==> src/sv/slv_pkg.sv <==
// ----------------------------------------------------------------------------
// Sorter package
// Shared widths, defaults and the control word that drives the sorting cells.
// ----------------------------------------------------------------------------
`default_nettype none

package slv_pkg;

    localparam int DATA_W    = 32;
    localparam int DEPTH_DEF = 64;

    typedef struct packed {
        logic insert;
        logic shift;
    } cell_ctrl_t;

endpackage

`default_nettype wire

==> src/sv/slv_cell.sv <==
// ----------------------------------------------------------------------------
// Sorting cell
// Holds one word of the ordered row; takes part in insertion and shifting.
// ----------------------------------------------------------------------------
`default_nettype none

module slv_cell (
    input  wire logic                              clk,
    input  wire logic                              rst_n,
    input  wire slv_pkg::cell_ctrl_t               ctrl,
    input  wire logic signed [slv_pkg::DATA_W-1:0] in_value,
    input  wire logic                              left_valid,
    input  wire logic                              left_take,
    input  wire logic signed [slv_pkg::DATA_W-1:0] left_data,
    input  wire logic                              right_valid,
    input  wire logic signed [slv_pkg::DATA_W-1:0] right_data,
    output logic signed [slv_pkg::DATA_W-1:0]      data,
    output logic                                   valid,
    output logic                                   take
);

    logic signed [slv_pkg::DATA_W-1:0] data_reg;
    logic signed [slv_pkg::DATA_W-1:0] data_next;
    logic                              valid_reg;
    logic                              valid_next;

    // An empty cell counts as holding a value above every word.
    assign take  = !valid_reg || (in_value < data_reg);
    assign data  = data_reg;
    assign valid = valid_reg;

    always_comb
    begin
        data_next  = data_reg;
        valid_next = valid_reg;
        if (ctrl.shift)
        begin
            data_next  = right_data;
            valid_next = right_valid;
        end
        else if (ctrl.insert)
        begin
            valid_next = valid_reg | left_valid;
            if (take)
            begin
                data_next = left_take ? left_data : in_value;
            end
        end
    end

    always_ff @(posedge clk or negedge rst_n)
    begin
        if (!rst_n)
        begin
            valid_reg <= 1'b0;
        end
        else
        begin
            valid_reg <= valid_next;
        end
    end

    always_ff @(posedge clk)
    begin
        data_reg <= data_next;
    end

endmodule

`default_nettype wire

==> config.mk <==
export PLATFORM = sky130hd
export DESIGN_NAME = slv_cell
export DESIGN_NICKNAME = d
export VERILOG_FILES = /design/src/sv/slv_pkg.sv /design/src/sv/slv_cell.sv
export SDC_FILE = /design/constraint.sdc
export NUM_CORES = 1
export LEC_CHECK = 0
export BUFFER_PORTS_ARGS = -buffer_cell sky130_fd_sc_hd__buf_2
export CORE_ASPECT_RATIO = 1.4
export CORE_MARGIN = 10
export CORE_UTILIZATION = 41
export CTS_CLUSTER_SIZE = 25
export DETAILED_ROUTE_END_ITERATION = 16
export PLACE_DENSITY = 0.77
export SYNTH_ARGS = -nofsm -noshare
export SYNTH_HDL_FRONTEND = slang
export SYNTH_SLANG_ARGS = --single-unit
==> constraint.sdc <==
create_clock -name clk -period 4.5 [get_ports clk]
set_input_delay 0.9 -clock clk [delete_from_list [all_inputs] [get_ports clk]]
set_output_delay 0.9 -clock clk [all_outputs]
set_load 0.1 [all_outputs]
==> results.py <==
metrics = {
    "critical_path": {
        "cp_data_required_time_ns": 3.60,
        "path_cells": "buf_2 -> ha_1 -> a21oi_1 -> o21ai_0 -> a221o_1 -> a211oi_2 -> a21boi_2 -> mux2_4 -> buf_2",
        "critPathLaunch": "in_value[21]",
        "crit_type": "in -> out",
        "cp_max_fo": 3,
        "crit_top_cell": "buf_2",
        "cp-end-kind": "output pin",
        "r2r-end": "data[26]$_DFFE_PP_",
        "max_stage_delay_ns": 0.35,
        "startpoint_type": "input pin",
        "endpoint": "take",
        "rrSetupSlack_ns": 1.83,
        "cpMaxStageDelayCell": "a221o_1",
        "cp_data_arrival_time_ns": 3.11,
        "rr_worst_depth": 9,
        "r2r-start": "data[23]$_DFFE_PP_",
    },
    "sta": {
        "setup_viol": 0,
        "worst_pin_slew_ns": 0.960,
        "timing.final.crit_share": 0.892,
        "report.final.slew_viol_count": 0,
        "setup-tns-final_ns": 0,
        "clock_skew_ns": 0.00481,
        "slew_headroom": 0.360,
        "fin_hold_ws_ns": 0.376,
        "rsz0062_at_grt": "false",
        "period_minus_slack_ns": 4.01,
        "hold_viol": 0,
        "fmax_mhz": 249,
    },
    "clocking": {
        "cts_buffer_depth": 2,
        "postCtsSetupBuffers": 0,
        "cts_resized": 0,
        "clockRootBuffer": "clkbuf_8",
        "cts_buffers": 5,
        "cts_num_sinks": 33,
        "ctsHtreeMaxLevel": 2,
        "clk_pin_slew_ns": 0.07,
        "clk_latency_ns": 0.28,
        "cts_tree": "built",
        "ctsHoldBuffers": 0,
    },
    "job": {
        "drv_cap": 0,
    },
    "die": {
        "io_pins": 137,
        "rows": 33,
        "die_h_um": 113,
        "core_area_sq_mm": 0.00590,
        "chipWidth_um": 86.3,
        "initial_core_util": 0.427,
        "die_area_sq_mm": 0.00973,
    },
    "routing": {
        "viasPerCell": 5.02,
        "wl_per_cell_um": 15.3,
        "drt-initial-drc-count": 65,
        "via_count": 2346,
        "dr.pass1.iters": 4,
        "finalWirelength_um": 7140,
        "drc": 0,
        "antenna_left": 0,
    },
    "placed_design": {
        "numPortBuffers": 136,
        "placed_area_sq_mm": 0.00328,
        "dp_hpwl_um": 6010,
        "place_congestion": 0.814,
    },
    "synthesis": {
        "ys_seq_area_frac": 0.391,
        "ys_warn_count": 0,
        "async_flop_share": 0.0303,
        "synth_edf_count": 32,
        "synth.area.top_cells": "edfxtp_1, ha_1, mux2i_1",
        "ys.flop_type": "edfxtp_1",
        "yosysTopAreaCellShare": 0.381,
        "synth.ff_latch_count": 33,
        "synthDistinctLibCells": 35,
        "syn_avg_cell_area_sq_um": 9.65,
        "synthCells": 261,
        "post-synth-top-area-cell": "edfxtp_1",
        "synth.net_count": 395,
        "mappedNetlistArea_sq_mm": 0.00252,
    },
    "power_and_ir_drop": {
        "leakage_nw": 1.76,
        "pwr_density_cell_mw_per_mm2": 371,
        "ir_drop_v": 0.000175,
    },
    "worst_hold_path": {
        "hold_path.class": "in -> async",
    },
    "layout": {
        "stdcell_area_sq_mm": 0.00337,
        "largest_reg_flops": 32,
        "seq_area_sq_um": 986,
        "area_growth_pct": 33.6,
        "drive_gt1_frac": 0.388,
        "multi_input_area_sq_mm": 0.00139,
        "antenna_cells": 0,
        "fin_nets": 530,
        "nFillCells": 542,
    },
    "grt": {
        "grt_max_degree": 37,
        "grt_pass1_wl_um": 11600,
        "antenna_found_initial": 0,
        "grtUsageTotal": 0.143,
        "grt_pass1_vias": 2573,
        "grt-ovfl-total": 0,
    },
    "run_status": {
        "status": "finished, final reports clean",
    },
}
[worst min-delay path by stage]
stage,startpoint,end,slack [ns],cells past startpoint
floorplan,rst_n,valid$_DFFE_PN0P_,0.60,0
global placement,rst_n,valid$_DFFE_PN0P_,0.68,1
detailed placement,rst_n,valid$_DFFE_PN0P_,0.68,1
CTS,rst_n,valid$_DFFE_PN0P_,0.37,1
global route,rst_n,valid$_DFFE_PN0P_,0.36,1
finish,rst_n,valid$_DFFE_PN0P_,0.38,1
[critical path: cells and delay by family]
family,cells,cell delay [ns]
AOI/OAI and AO/OA,5,1.20
buffers and inverters,2,0.40
adders and majority gates,1,0.30
muxes,1,0.30
[cells in the final DEF, fill, tap and decap left out, types with 2 or more instances in the layout]
cell	instances
clkinv_2	2
nand2b_1	2
inv_1	32
nand4_1	4
mux2i_1	32
clkbuf_8	5
buf_4	3
o21ai_1	33
edfxtp_1	32
o21ai_0	4
a21oi_1	13
nand2_1	40
ha_1	31
nand3_1	3
buf_2	136
a21o_1	2
nor2_1	3
[metal layers]
metal / vias to the layer above / share of wire / routed length (um) / track usage
met5: - / 0 / 0 / 0
met4: 0 / 0.0098 / 70 / 0.0325
met3: 6 / 0.098 / 699 / 0.0581
met2: 84 / 0.52 / 3680 / 0.253
met1: 1049 / 0.38 / 2690 / 0.154
li1: 1207 / - / - / -
[logic make-up after synthesis]
| logic type | share of synthesized area |
|---|---|
| simple gates | 0.112 |
| flops | 0.391 |
| compound gates | 0.144 |
| fa+ha+maj | 0.154 |
| buf+inv | 0.0655 |
| mux | 0.133 |
[Yosys cell counts (2+ instances only)]
cell type   n
a21o_1      2
a21oi_1    13
buf_1       2
buf_2       3
clkbuf_1    6
edfxtp_1   32
ha_1       31
inv_1      32
mux2i_1    32
nand2_1    40
nand2b_1    2
nand3_1     3
nand4_1     4
nor2_1      3
o21ai_0     4
o21ai_1    33
[final cells by class]
cell class                      count  area share
Timing Repair Buffer              139       0.209
Clock inverter                      2     0.00297
Sequential cell                    33       0.293
Inverter                           32      0.0357
Multi-Input combinational cell    185       0.412
Clock buffer                        6      0.0216
Tap cell                           70      0.0260
[where the power goes]
| group | total [mW] | internal (mW) | switching, mW |
|---|---|---|---|
| Combinational | 0.621 | 0.152 | 0.469 |
| Clock | 0.216 | 0.107 | 0.109 |
| Sequential | 0.411 | 0.391 | 0.0196 |
[through the flow]
| stage | utilization | power (mW) | std cells | setup WS, ns |
|---|---|---|---|---|
| finish | 0.570 | 1.25 | 467 | 0.487 |
| global route | 0.570 | 1.32 | 467 | 0.354 |
| CTS | 0.570 | 1.26 | 467 | 0.468 |
| detailed placement | 0.556 | 1.05 | 459 | 0.469 |
| global placement | 0.556 | 1.03 | 459 | 0.536 |
| floorplan | - | 0.908 | 261 | 0.349 |
Note: power is estimated with default switching activity, not from simulation.
